$ cat src/lrt_ram.sv
// Generic single-port-write, single-port-read RAM with registered read.
`timescale 1ns / 1ps
module lrt_ram #(
    parameter int Width = 8,
    parameter int Depth = 64
) (
    input  logic                     i_clk,
    input  logic                     i_we,
    input  logic [$clog2(Depth)-1:0] i_waddr,
    input  logic [Width-1:0]         i_wdata,
    input  logic [$clog2(Depth)-1:0] i_raddr,
    output logic [Width-1:0]         o_rdata
);
    logic [Width-1:0] r_mem [Depth];
    always_ff @(posedge i_clk) begin
        if (i_we) r_mem[i_waddr] <= i_wdata;
        o_rdata <= r_mem[i_raddr];
    end
endmodule

$ cat config.mk
export PLATFORM = sky130hd
export DESIGN_NAME = lrt_ram
export DESIGN_NICKNAME = d
export VERILOG_FILES = /design/src/lrt_ram.sv
export SDC_FILE = /design/constraint.sdc
export NUM_CORES = 1
export LEC_CHECK = 0
export BUFFER_PORTS_ARGS = -buffer_cell sky130_fd_sc_hd__buf_4
export CAP_MARGIN = 25
export CORE_UTILIZATION = 45
export CTS_BUF_LIST = sky130_fd_sc_hd__clkbuf_8
export DETAILED_ROUTE_END_ITERATION = 8
export GPL_TIMING_DRIVEN = 0
export PLACE_DENSITY = 0.62
export SETUP_SLACK_MARGIN = 0.02
export SLEW_MARGIN = 20
export SYNTH_ARGS = -nofsm -noshare
export SYNTH_HDL_FRONTEND = slang
export SYNTH_SLANG_ARGS = --single-unit
$ cat constraint.sdc
create_clock -name i_clk -period 6.03 [get_ports i_clk]
set_clock_uncertainty 0.2 [all_clocks]
set_input_delay 0.3015 -clock i_clk [delete_from_list [all_inputs] [get_ports i_clk]]
set_output_delay 0.3015 -clock i_clk [all_outputs]
set_load 0.005 [all_outputs]
### Word-level counts from Yosys, hierarchy flattened

Memory sizes are Yosys's and may differ from the RTL's. A register that Yosys moved wholly into a read port is not among the register bits.
Cells that the tools add are included.

* add/subtract/negate cells: 0
* $mul: 0
* div/mod/pow operators: 0
* order comparisons: 0
* eq/ne operators: 0
* shifts and indexed selects: 0
* multiplexer cells: 2
* bitwise logic cells: 0
* reduce and logical (&&, ||, !) cells: 0

Operator list (number)
* $mux 1: 2

* flip-flop bits (word level): 0
* latch bits: 0
* bits in writable memories: 512
* bits in read-only memories: 0
* bits of input ports: 22
* output and inout port bits: 8
* memories: 1

Memories
* r_mem: depth 64, bits a word 8, rd ports 1, clocked after Yosys merged registers in 1, write ports 1, line 14 `logic [Width-1:0] r_mem [Depth];`

### Depth between registers and ports, before layout

* depth after elaboration: 2
* mapped depth: 9
* gate-level depth less buffers: 5

### Worst setup path after synthesis

No wires, ideal clock.

* kind: input-to-reg
* start point: input port i_raddr[1]
* end point: register o_rdata[3] (read register of r_mem)
* setup time: 0.128 ns
* arrival: 1.841 ns
* data required time: 5.702 ns
* path slack: 3.861 ns
* stages: 7
* buffers on the path: 3
* cell sequence: buf_4 > buf_2 > buf_2 > mux4_2 > mux4_2 > o21ai_1 > o41ai_1

RTL lines
* from (decl): line 11 `input logic [$clog2(Depth)-1:0] i_raddr,`
* to (decl): line 12 `output logic [Width-1:0] o_rdata`

==> impl_metrics.ini <==
[worst_setup_path]
end_kind = flip-flop
crit_top_cell = buf_2
slowest_stage = clkbuf_1
crit_type = in -> reg
cpPeakStageDelay_ns = 0.71
r2r_setup_slack_ns = 3.73
cp_num_buf_inv = 4
path_cells = buf_2, buf_4, clkbuf_1, buf_2, mux4_2, o21ai_0, nand2_1
worst_ep_arrival_time_ns = 3.04
cp_max_fo = 10
startpoint_type = input pin
cp_top_family = buffers and inverters
worstPathRequired_ns = 6.31

[global_routing]
grt_use_total = 0.222
antenna_found_initial = 2
first_global_vias = 10200
grt_max_degree = 65
grt_pass1_wl_mm = 70.2
grt.overflow.total = 0

[place]
preCtsSetupSlack_ns = 2.63
dp_hpwl_mm = 30.4
place_area_um2 = 21100
numPortBuffers = 21
gp_congestion = 0.916

[synth]
synth.avg_cell_area_um2 = 21.5
synth-main-ff-cell = edfxtp_1
synth_cell_types = 40
ys_seq_elements = 520
mappedNetlistArea_um2 = 20200
synth-edff-count = 512
yosys_warnings = 0
synthArstFlopShare = 0
synth_nets = 962
ys_seq_area_frac = 0.770
synth_cells = 940

[sta]
slew_headroom = 0.324
fin_crit_sh = 0.458
hold-worst-slack_ns = 0.0236
fmax_mhz = 362
rsz0062_at_grt = false
drv_slew = 0
setup_ws_ns = 3.27
fin_setup_tns_ns = 0
layout_min_cycle_time_ns = 2.76
finalSetupViolCount = 0
worstMarginPinSlew_ns = 1.01
hold_viol = 0

[pwr]
vdd_drop_max_mv = 0.132
clkPwrFrac = 0.383
swShare = 0.224
combPwrFrac = 0.056
power_leakage_nw = 7.07
p_switching_mw = 1.60
power_frac_seq = 0.561
intPower_mw = 5.55
power_density_nw_per_um2 = 316

[clock_network]
cts_tree = done
insertion_delay_ns = 0.64
clk_pin_slew_worst_paths_ns = 0.06
cts_sinks = 520
post_cts_resized = 0
cts_buffer_depth = 3
htree_levels = 3
cts-root-buf = clkbuf_8
cts_made_buffers = 81

[die]
rows = 77
ios = 30
core_um2 = 44200
die_x_um = 214
die-area_um2 = 45700
die_h_um = 214
start_util = 0.456

[hold_path]
hp-class = in -> reg

[drt]
avgViaCountPerCell = 5.91
wl_per_cell_um = 28.6
drc = 0
vias = 10000
ant_nets = 0
routed_wl_mm = 48.7
dr.first_iter.drc_count = 1212
drt-pass1-iter-count = 7

[flow_run]
cap_violations = 0

[final_layout]
final_common_cell = edfxtp_1
final_core_util = 0.511
n_fill_cell = 3485
finalNetCount = 1071
fin_area_um2 = 22600
layout_common_cells = edfxtp_1, mux4_2, nor2_1, clkbuf_8, buf_4
layout-drive-gt1-share = 0.269
area_growth_pct = 12.0

[status]
status = completed
[power groups by stage]
stage          clock (mW)  sequential (mW)  combinational, mW
6_report             2.74             4.01              0.401
5_1_grt              2.94             4.01              0.423
4_1_cts              2.79             4.01              0.404
3_5_place_dp            0             4.08              0.402
3_3_place_gp            0             4.08              0.395
2_1_floorplan           0             4.08              0.213
[worst paths after layout]
kind           startpoint  cells after the start      endpoint
min reg2reg   r_mem[0][7]                      4    o_rdata[7]
max reg2reg  r_mem[29][6]                      5    o_rdata[6]
min            i_wdata[3]                      1  r_mem[51][3]
max            i_raddr[2]                      7    o_rdata[7]
[metal layers]
metal | GRT usage | part of all wire
met1 | 0.308 | 0.41
met2 | 0.348 | 0.48
met3 | 0.0501 | 0.083
met4 | 0.0791 | 0.026
met5 | 0 | 0.00027
[through the flow]
step           std cells  total power, mW
2_1_floorplan        940             4.30
3_3_place_gp        1553             4.48
3_5_place_dp        1554             4.49
5_1_grt             1700             7.38
6_report            1701             7.15
4_1_cts             1698             7.21
[synth_stat cells, types with 2 or more instances]
library cell / n / area share
nand4_1: 2 / 0.00062
o2bb2ai_1: 3 / 0.0013
a22oi_1: 3 / 0.0011
buf_4: 13 / 0.0048
a21oi_1: 3 / 0.00074
nor3_1: 7 / 0.0017
nor2b_1: 14 / 0.0043
a221oi_1: 6 / 0.0026
o21ai_0: 2 / 0.00050
nand2_1: 19 / 0.0035
o32ai_1: 2 / 0.00087
a211oi_1: 4 / 0.0015
clkbuf_1: 17 / 0.0032
nand3_1: 13 / 0.0032
edfxtp_1: 512 / 0.76
buf_2: 11 / 0.0027
a2111oi_0: 2 / 0.00087
nand3b_1: 3 / 0.0011
buf_1: 4 / 0.00074
mux2_2: 13 / 0.0073
nor2_1: 83 / 0.015
nand2b_1: 7 / 0.0022
o41ai_1: 2 / 0.00087
o221ai_1: 8 / 0.0035
o22ai_1: 8 / 0.0025
buf_12: 2 / 0.0020
mux2i_1: 23 / 0.011
dfxtp_1: 8 / 0.0079
o21ai_1: 2 / 0.00050
o2111ai_1: 3 / 0.0013
buf_6: 4 / 0.0022
mux4_2: 126 / 0.14
o221a_2: 2 / 0.0011
nor4_1: 2 / 0.00062
o21a_1: 2 / 0.00074
[flip-flops by register name, summed over array words and instances (netlist names)]
signal,count
r_mem,512
o_rdata,8
[cell families (layout without fill, tap and decap cells)]
family,after synthesis,after routing,share of synthesized area
compound gates,54,54,0.0207
buf+inv,51,219,0.0157
flops,520,520,0.770
mux,162,162,0.159
other cells,0,1,0
simple gates,153,153,0.0339
[repair_timing]
action / 4_1_cts / 5_1_grt
buffers inserted: 0 / 0
hold buffers: 2 / 0
endpoints found under the hold margin: 17 / 0
[final cells by class]
cell class                      instances  area (µm²)  share of cell area
Sequential cell                       520       15500               0.688
Multi-Input combinational cell        369        4330               0.191
Clock buffer                           82        1130              0.0499
Tap cell                              592         741              0.0328
Clock inverter                         60         347              0.0153
Buffer                                 51         317              0.0140
Timing Repair Buffer                   26         200             0.00886
Antenna cell                            1        2.50            0.000111
(Power assumes the default switching activity.)
