$ cat src/lrt_pkg.sv
// Package: constants, types and helpers shared by the route table.
`timescale 1ns / 1ps
package lrt_pkg;
    localparam int Capacity  = 64;
    localparam int IdxW      = (Capacity > 1) ? $clog2(Capacity) : 1;
    localparam int CntW      = $clog2(Capacity + 1);
    // stored route: dest, prefix, gateway, iface, metric, flags
    localparam int RouteW    = 32 + 6 + 32 + 8 + 32 + 8;

    localparam logic [1:0] OP_LOOKUP = 2'd0;
    localparam logic [1:0] OP_ADD    = 2'd1;
    localparam logic [1:0] OP_REMOVE = 2'd2;
    // unassigned op code, answered as a miss
    localparam logic [1:0] OP_NONE   = 2'd3;

    localparam logic [1:0] ST_OK   = 2'd0;
    localparam logic [1:0] ST_FULL = 2'd1;
    localparam logic [1:0] ST_MISS = 2'd2;

    typedef struct packed {
        logic [31:0] dest;
        logic [5:0]  plen;
        logic [31:0] gateway;
        logic [7:0]  iface;
        logic [31:0] metric;
        logic [7:0]  flags;
    } t_route;

    typedef struct packed {
        logic [1:0]  op;
        logic [31:0] route_address;
        logic [5:0]  pfx_len;
        logic [31:0] gateway_addr;
        logic [7:0]  iface_id;
        logic [31:0] route_metric;
        logic [7:0]  route_flags;
    } t_req;

    typedef struct packed {
        logic [1:0] status;
        t_route     hit;
    } t_rsp;

    function automatic logic [31:0] mask_of(input logic [5:0] len);
        logic [31:0] m;
        m = '1;
        if (len == 6'd0) m = '0;
        else if (len < 6'd32) m = ~(32'hFFFF_FFFF >> len[4:0]);
        return m;
    endfunction
endpackage

$ cat src/lrt_if.sv
// Valid/ready channel interfaces for requests and responses.
`timescale 1ns / 1ps
interface lrt_req_if import lrt_pkg::*; ();
    logic valid;
    logic ready;
    t_req data;
    modport source (output valid, output data, input ready);
    modport sink   (input valid, input data, output ready);
endinterface

interface lrt_rsp_if import lrt_pkg::*; ();
    logic valid;
    logic ready;
    t_rsp data;
    modport source (output valid, output data, input ready);
    modport sink   (input valid, input data, output ready);
endinterface

$ cat src/lrt_ctrl.sv
// Sequencer: add, remove scan with last-entry move, and lookup scan.
`timescale 1ns / 1ps
module lrt_ctrl import lrt_pkg::*; (
    input  logic            i_clk,
    input  logic            i_rst_n,
    input  logic [7:0]      i_up_mask,
    lrt_req_if.sink         req,
    lrt_rsp_if.source       rsp,
    output logic            o_we,
    output logic [IdxW-1:0] o_waddr,
    output t_route          o_wdata,
    output logic [IdxW-1:0] o_raddr,
    input  t_route          i_rdata
);
    localparam logic [2:0] S_IDLE = 3'd0;
    localparam logic [2:0] S_SCAN = 3'd1;
    localparam logic [2:0] S_MOVE = 3'd3;
    localparam logic [2:0] S_OUT  = 3'd4;

    logic [2:0]      r_state, n_state;
    logic [CntW-1:0] r_count, n_count;
    logic [CntW-1:0] r_idx, n_idx;     // address issued last cycle
    t_req            r_req, n_req;
    logic            r_found, n_found;
    t_route          r_best, n_best;
    logic [IdxW-1:0] r_hole, n_hole;
    t_rsp            r_rsp, n_rsp;
    logic            r_rsp_vld, n_rsp_vld;

    logic [31:0] md;
    logic        is_up, is_match, better, rem_hit;

    assign md       = r_req.route_address & mask_of(r_req.pfx_len);
    assign is_up    = (i_rdata.flags & i_up_mask) == i_up_mask;
    assign is_match = (r_req.route_address & mask_of(i_rdata.plen)) == i_rdata.dest;
    assign better   = !r_found || (i_rdata.plen > r_best.plen) ||
                      (i_rdata.plen == r_best.plen && i_rdata.metric < r_best.metric);
    assign rem_hit  = i_rdata.dest == md && i_rdata.plen == r_req.pfx_len;

    assign req.ready = (r_state == S_IDLE) && !r_rsp_vld;
    assign rsp.valid = r_rsp_vld;
    assign rsp.data  = r_rsp;

    always_comb begin
        n_state = r_state; n_count = r_count; n_idx = r_idx;
        n_req = r_req; n_found = r_found; n_best = r_best; n_hole = r_hole;
        n_rsp = r_rsp; n_rsp_vld = r_rsp_vld;
        o_we = 1'b0; o_waddr = r_hole; o_wdata = i_rdata;
        o_raddr = r_idx[IdxW-1:0];
        if (rsp.valid && rsp.ready) n_rsp_vld = 1'b0;
        unique case (r_state)
            S_IDLE: begin
                if (req.valid && req.ready) begin
                    n_req = req.data; n_found = 1'b0; n_rsp = '0;
                    unique case (req.data.op)
                        OP_ADD: begin
                            if (r_count == CntW'(Capacity)) begin
                                n_rsp.status = ST_FULL;
                            end else begin
                                o_we    = 1'b1;
                                o_waddr = r_count[IdxW-1:0];
                                o_wdata = '{dest: req.data.route_address &
                                                  mask_of(req.data.pfx_len),
                                            plen: req.data.pfx_len,
                                            gateway: req.data.gateway_addr,
                                            iface: req.data.iface_id,
                                            metric: req.data.route_metric,
                                            flags: req.data.route_flags};
                                n_count = r_count + 1'b1;
                                n_rsp.status = ST_OK;
                            end
                            n_rsp_vld = 1'b1;
                        end
                        OP_LOOKUP, OP_REMOVE: begin
                            if (r_count == '0) begin
                                n_rsp.status = ST_MISS;
                                n_rsp_vld = 1'b1;
                            end else begin
                                o_raddr = '0; n_idx = '0;
                                n_state = S_SCAN;
                            end
                        end
                        default: begin
                            n_rsp.status = ST_MISS;
                            n_rsp_vld = 1'b1;
                        end
                    endcase
                end
            end
            S_SCAN: begin
                // r_idx holds the index of the data now on i_rdata
                if (r_req.op == OP_REMOVE && rem_hit) begin
                    n_hole = r_idx[IdxW-1:0];
                    n_idx = r_count - 1'b1;
                    o_raddr = n_idx[IdxW-1:0];
                    n_state = S_MOVE;
                end else begin
                    if (r_req.op == OP_LOOKUP && is_up && is_match && better) begin
                        n_found = 1'b1; n_best = i_rdata;
                    end
                    if (r_idx + 1'b1 == r_count) begin
                        n_state = S_OUT;
                    end else begin
                        n_idx = r_idx + 1'b1;
                        o_raddr = n_idx[IdxW-1:0];
                    end
                end
            end
            S_MOVE: begin
                o_we = 1'b1;
                n_count = r_count - 1'b1;
                n_rsp = '0; n_rsp.status = ST_OK; n_rsp_vld = 1'b1;
                n_state = S_IDLE;
            end
            S_OUT: begin
                n_rsp = '0;
                if (r_req.op == OP_LOOKUP && r_found) begin
                    n_rsp.status = ST_OK; n_rsp.hit = r_best;
                end else begin
                    n_rsp.status = ST_MISS;
                end
                n_rsp_vld = 1'b1;
                n_state = S_IDLE;
            end
            default: n_state = S_IDLE;
        endcase
    end

    always_ff @(posedge i_clk) begin
        if (!i_rst_n) begin
            r_state <= S_IDLE; r_count <= '0; r_rsp_vld <= 1'b0;
        end else begin
            r_state <= n_state; r_count <= n_count; r_rsp_vld <= n_rsp_vld;
        end
        r_idx <= n_idx; r_req <= n_req; r_found <= n_found; r_best <= n_best;
        r_hole <= n_hole; r_rsp <= n_rsp;
    end
endmodule

$ cat src/flat_wrapper.sv
// flat-port wrapper written by rule: the top's interface ports become plain ports
module lrt_ctrl_flat import lrt_pkg::*;
  (i_clk, i_rst_n, i_up_mask, o_we, o_waddr, o_wdata, o_raddr, i_rdata, req_valid, req_data, req_ready, rsp_valid, rsp_data, rsp_ready);
  lrt_req_if req_i ();
  lrt_rsp_if rsp_i ();
  input  logic i_clk;
  input  logic i_rst_n;
  input  logic [7:0] i_up_mask;
  output logic o_we;
  output logic [IdxW-1:0] o_waddr;
  output t_route o_wdata;
  output logic [IdxW-1:0] o_raddr;
  input  t_route i_rdata;
  input wire logic [$bits(req_i.valid)-1:0] req_valid;
  input wire logic [$bits(req_i.data)-1:0] req_data;
  output wire logic [$bits(req_i.ready)-1:0] req_ready;
  output wire logic [$bits(rsp_i.valid)-1:0] rsp_valid;
  output wire logic [$bits(rsp_i.data)-1:0] rsp_data;
  input wire logic [$bits(rsp_i.ready)-1:0] rsp_ready;
  assign req_i.valid = req_valid;
  assign req_i.data = req_data;
  assign req_ready = req_i.ready;
  assign rsp_valid = rsp_i.valid;
  assign rsp_data = rsp_i.data;
  assign rsp_i.ready = rsp_ready;
  lrt_ctrl u_core (.i_clk(i_clk), .i_rst_n(i_rst_n), .i_up_mask(i_up_mask), .req(req_i), .rsp(rsp_i), .o_we(o_we), .o_waddr(o_waddr), .o_wdata(o_wdata), .o_raddr(o_raddr), .i_rdata(i_rdata));
endmodule
$ cat config.mk
export PLATFORM = sky130hd
export DESIGN_NAME = lrt_ctrl_flat
export DESIGN_NICKNAME = d
export VERILOG_FILES = /design/src/lrt_pkg.sv /design/src/lrt_if.sv /design/src/lrt_ctrl.sv /design/src/flat_wrapper.sv
export SDC_FILE = /design/constraint.sdc
export NUM_CORES = 1
export LEC_CHECK = 0
export CORE_AREA = 2 2 196 198
export CTS_CLUSTER_DIAMETER = 60
export CTS_CLUSTER_SIZE = 30
export DETAILED_ROUTE_END_ITERATION = 12
export DIE_AREA = 0 0 198 200
export DONT_BUFFER_PORTS = 1
export PLACE_DENSITY = 0.64
export SYNTH_ARGS = -nofsm -noshare
export SYNTH_HDL_FRONTEND = slang
export SYNTH_SLANG_ARGS = --single-unit
$ cat constraint.sdc
create_clock -name i_clk -period 13.54 [get_ports i_clk]
set_input_delay 3.385 -clock i_clk [delete_from_list [all_inputs] [get_ports i_clk]]
set_output_delay 3.385 -clock i_clk [all_outputs]
set_load 0.02 [all_outputs]
Yosys cells after proc, flatten, opt, wreduce, memory -nomap -nowiden:

Cells that the tools add are included.

* latch bits: 0
* flip-flop bits (word level): 303
* logic and storage cells: 157
* output and inout bits: 253
* memories kept: 0
* input bits: 250
* bits in writable memories: 0
* bits in read-only memories: 0

* magnitude comparators: 5
* muxes and demuxes: 60
* div/mod/pow operators: 0
* bitwise operators: 8
* equality and inequality tests: 22
* add/subtract/negate cells: 3
* multipliers: 0
* reductions and logical operators: 34
* shifts and indexed selects: 3

Operators by type and width (number)
* $mux 118: 5
* $pmux 120 s3: 1
* $mux 32: 10
* $mux 120: 1
* $and 32x32->32: 3
* $not 32->32: 3
* $shr 32x5->32 const A: 3
* $eq 32x32->1: 2
* $mux 7: 8
* $mux 6: 9
* $lt 32x32->1: 1
* $pmux 7 s2: 2
* $logic_not 6->1: 3
* $lt 6x6->1 const B: 3
* $mux 3: 5
* $add 7x1->7 const B: 2
* $eq 6x6->1: 2
* $ne 2x2->1 const B: 6
* $pmux 6 s2: 1
* $reduce_and 4->1: 3
* $mux 1: 11
* $logic_and 1x1->1: 10
* $and 8x8->8: 1
* $eq 8x8->1: 1
* 28 further kinds: 39

Depth between registers and ports, before layout:

* depth in word-level cells: 13
* mapped depth: 13
* depth with buffers taken out: 10

Worst setup path after synthesis:

No wires, ideal clock.

* path kind: input -> register
* start point: in i_rdata[85] (netlist bit)
* end point: reg u_core.r_found (enable)
* setup time: 0.321 ns
* required time: 13.219 ns
* setup slack: 1.241 ns
* cell stages on the path: 10
* data arrival time: 11.977 ns
* buffers on the path: 2
* path through: buf_2 > or2_1 > buf_2 > o31ai_2 > o32ai_1 > or4_1 > a2111oi_1 > nand4_1 > nor4_2 > or2_1

* cells in the longest elaborated chain, start to end: 9
* elaborated cells on any way between the ends: 19
* classes of those cells: order compare (2); eq/ne (5); mux (2); bitwise (1); reduce/logical (9)

Ends and longest elaborated chain
* start, declared: line flat_wrapper.sv:13 `input t_route i_rdata;`
* $lt 6x6->1: line lrt_pkg.sv:48 `else if (len < 6'd32) m = ~(32'hFFFF_FFFF >> len[4:0]);`
* $mux 32: line lrt_pkg.sv:48
* $mux 32: line lrt_pkg.sv:47 `if (len == 6'd0) m = '0;`
* $and 32x32->32: line lrt_ctrl.sv:35 `assign is_match = (r_req.route_address & mask_of(i_rdata.plen)) == i_rdata.dest;`
* $eq 32x32->1: line lrt_ctrl.sv:35
* $logic_and 1x1->1 (2 in a row): line lrt_ctrl.sv:98 `if (r_req.op == OP_LOOKUP && is_up && is_match && better) begin`
* $ne 2x1->1 (no source line)
* $reduce_and 4->1 (no source line) (*)
* end signal, assigned: line lrt_ctrl.sv:135 `r_idx <= n_idx; r_req <= n_req; r_found <= n_found; r_best <= n_best;`
* end, declared: line lrt_ctrl.sv:24 `logic r_found, n_found;`

Mark *: on every way between the ends. The rest lies on a longest branch, timed or not.
A chain may end at the register's enable or synchronous reset.

Final worst setup path:

* start point: in i_rdata[105] (netlist bit)
* end point: out o_raddr[1]

* cells in the longest elaborated chain, start to end: 5

Ends and longest elaborated chain
* $eq 32x32->1: line lrt_ctrl.sv:38 `assign rem_hit = i_rdata.dest == md && i_rdata.plen == r_req.pfx_len;`
* $logic_and 1x1->1: line lrt_ctrl.sv:38
* $logic_and 1x1->1: line lrt_ctrl.sv:92 `if (r_req.op == OP_REMOVE && rem_hit) begin`
* $mux 6: line lrt_ctrl.sv:92
* $pmux 6 s2: line lrt_ctrl.sv:51 `unique case (r_state)`
* end, declared: line flat_wrapper.sv:12 `output logic [IdxW-1:0] o_raddr;`

No other way between the ends.

==> summary.txt <==
Synth
  • Seq cells post-synth: approximately 300
  • Synth cell types: 79
  • EDFF count, synth: 292
  • Top-area cell type share of the netlist area: between 50% and 60%
  • Post-Syn Area: 0.01566 mm2
  • Area leader, netlist: edfxtp_1
  • Sequential fraction of the synthesis area: 57.41%
  • Post-synth ARST share: 0%
  • Number of warnings issued by yosys: 0
  • Synth Instances: 1323
  • Top_reg_cell synth: edfxtp_1
  • Post-synthesis average cell area: approximately 12 um2
  • Top cells by area, synth: edfxtp_1 56%, mux2_2 6.3%, and2_1 5.0%, ha_1 3.2%, o21ai_0 3.1%
  • Synthesized Nets: between 1500 and 2000

Critical path
  • Kind of critical path: in2out
  • Reg2reg setup slack: 8.51 ns
  • Worst EP required: 10.15 ns
  • CP arrival: between 5 and 6 ns
  • CP Launch Type: primary input
  • Worst Path Max Fanout: 16
  • RR Endpoint: u_core.r_best[95]
  • Worst R2R Path Depth: 9
  • Reg-to-Reg Start: u_core.r_req[82]
  • CP endpoint kind: primary output

Floorplan
  • I/O pin count: 503
  • Width of the die: 198 um
  • Die height: 200 um
  • Die area: 0.03960 mm2
  • Cell Rows: a little over 70
  • Starting Density: 41.87%
  • Core area: 0.03740 mm2

Route
  • Post-route ant nets: 0
  • Initial DRT Pass Iterations: 6
  • # DRC: 0
  • Drt total wl: between 40 and 50 mm
  • Initial drt markers: 756
  • Vias: 10699
  • DR vias/cell: 5.879
  • Avg WL per Cell: 26.90 um

Clock network
  • Clock root cell: clkbuf_16
  • CTS Buffer Depth: 3
  • H-tree levels: 1
  • Post-cts sizing count: 0
  • CTS tree: yes
  • Total CTS buffers: 31
  • Hold-fix buffers, CTS: 0
  • Clock latency on the worst-skew pair: a little under 0.6 ns
  • Clk pin slew, worst setup/hold paths: 0.08 ns
  • CTS sink count: 303
  • Post-CTS setup buffer count: 0

Timing
  • Final setup violation count: 0
  • Min cycle time layout: approximately 9.4 ns
  • Slew headroom: 22.40%
  • Fmax: approximately 110 MHz
  • Unrepaired setup endpoints after global routing: no
  • PnR worst setup slack: 4.177 ns
  • Slew @ Worst Pin: 1.153 ns
  • Final hold violations: 0
  • Max-slew violation count: 0
  • Setup TNS Final: 0 ns
  • Skew final: 0.03321 ns
  • Fin crit share: 69.15%

Power
  • Peak VDD IR: just under 0.0001 V
  • PD cells: 128.2 mW/mm2
  • Total power: between 2 and 2.5 mW
  • LEAKAGE: 6.153 nW

Cells and area
  • Most common cell after layout, fill and taps aside: edfxtp_1
  • Layout cell share with drive strength beyond 1: 13.25%
  • Net count, final: 1573
  • Fill cell count: 3444
  • FF+latch area: 0.008989 mm2
  • Most frequent cells in the layout: 292 x edfxtp_1, 125 x and2_1, 97 x o21ai_0
  • Multi-input gate area: 0.006080 mm2
  • Area Overhead vs Synth: 9.094%
  • Layout Utilization: 45.67%
  • Post-route cell area: 0.01708 mm2

Flow run
  • Total of max-cap violations: 0

Global route
  • Vias in the first global route: 10173
  • Pin count of the biggest net entering global routing: 104
  • Total Routing Usage GR: 23.70%
  • Global-route wire length before repair: about 69 mm
  • GR Overflow Total: 0
  • Initial antenna violation count: 1

Placed design
  • Placer congestion estimate: 0.9726
  • Port Buffers: 0
  • Cell Area, Placed: 0.01603 mm2
  • Post-DP HPWL: 36.07 mm
  • Pre-CTS WS: about 4.2 ns

Worst hold path
  • Hold depth: 1
  • Hold endpoint: u_core.rsp.data[69]
  • HP Start: u_core.r_best[69]
  • Worst hold path type: reg2reg

Run status
  • Status: completed
critical path, cell delays in order:
cell	delay, ns
inv_1	0.09
o22ai_1	0.12
or4_1	0.49
nor4b_1	0.22
and4_1	0.33
and3_1	0.70
o31ai_2	0.18
a221o_1	0.43
state kept, by name (all words and copies together) (netlist names):
| register | count |
|---|---|
| u_core.rsp.data | 120 |
| u_core.r_found | 1 |
| u_core.rsp.valid | 1 |
| u_core.r_best | 118 |
| u_core.r_hole | 6 |
| u_core.r_idx | 7 |
| u_core.r_req | 40 |
| u_core.r_state | 3 |
| u_core.r_count | 7 |
metal layers:
metal / routed length, um / vias up / share of wire (%) / GRT usage, %
li1: - / 4809 / - / -
met1: 19560 / 5218 / 40 / 30.59
met2: 24090 / 591 / 49 / 40.32
met3: 4138 / 81 / 8.5 / 5.007
met4: 1168 / 0 / 2.4 / 6.962
met5: 0 / - / 0 / 0
cell families (layout without fill, tap and decap cells):
family | Yosys count | after routing | share of synthesized area (%)
other | 0 | 3 | 0
muxes | 92 | 92 | 6.577
buffers and inverters | 149 | 132 | 3.979
DFF | 303 | 303 | 57.41
xor gates and xnor gates | 45 | 45 | 2.517
AOI/OAI and AO/OA | 258 | 258 | 10.96
and+or+nand+nor | 436 | 436 | 15.37
adders and majority gates | 40 | 40 | 3.196
synth_stat cells, types with 4 or more instances:
| master | instances |
|---|---|
| a2111oi_0 | 6 |
| a211oi_1 | 7 |
| a21boi_0 | 4 |
| a21o_1 | 12 |
| a21oi_1 | 30 |
| a22o_1 | 5 |
| a31oi_1 | 6 |
| and2_1 | 125 |
| and3_1 | 15 |
| buf_2 | 27 |
| clkbuf_1 | 50 |
| dfxtp_1 | 11 |
| edfxtp_1 | 292 |
| ha_1 | 40 |
| inv_1 | 66 |
| mux2_2 | 87 |
| mux2i_1 | 5 |
| nand2_1 | 87 |
| nand2b_1 | 24 |
| nand3_1 | 34 |
| nand3b_1 | 7 |
| nand4_1 | 17 |
| nor2_1 | 50 |
| nor2b_1 | 18 |
| nor3_1 | 13 |
| nor4_1 | 9 |
| o2111ai_1 | 7 |
| o211ai_1 | 16 |
| o21a_1 | 9 |
| o21ai_0 | 97 |
| o22ai_1 | 8 |
| o31ai_1 | 4 |
| o41ai_1 | 4 |
| or2_2 | 6 |
| or3_1 | 7 |
| or4_1 | 5 |
| xnor2_1 | 26 |
| xor2_1 | 19 |
power by group:
part | leakage [nW] | internal (mW) | switching [mW]
Combinational | 2.78 | 0.0646 | 0.133
Sequential | 2.86 | 1.06 | 0.0567
Clock | 0.506 | 0.463 | 0.408
final cells by class:
cell class	instances	share of cell area [%]
clock inverters	22	1.524
repair buffers	9	0.3955
clock buffers	34	4.607
flip-flops and latches	303	52.62
well taps	511	3.743
inverters	67	1.472
diodes	3	0.04395
multi-input cells	871	35.59
how the worst max path moves through the flow:
stage                 start             end  slack, ns  cells past startpoint
4_1_cts           req_valid     o_wdata[43]       4.22                      5
3_3_place_gp    i_rdata[83]      o_raddr[1]       4.23                      7
5_1_grt           req_valid     o_wdata[66]       4.04                      5
3_5_place_dp      req_valid     o_wdata[66]       4.21                      5
6_report       i_rdata[105]      o_raddr[1]       4.18                      8
2_1_floorplan   i_rdata[85]  u_core.r_found       1.24                     10
stage by stage:
| stage | instances | hold WS (ns) |
|---|---|---|
| 2_1_floorplan | 1323 | 0.4244 |
| 3_3_place_gp | 1761 | 0.5002 |
| 3_5_place_dp | 1761 | 0.5025 |
| 6_report | 1820 | 0.5063 |
| 5_1_grt | 1817 | 0.5301 |
| 4_1_cts | 1817 | 0.5062 |
No activity file was read; power rests on OpenSTA's default activity.
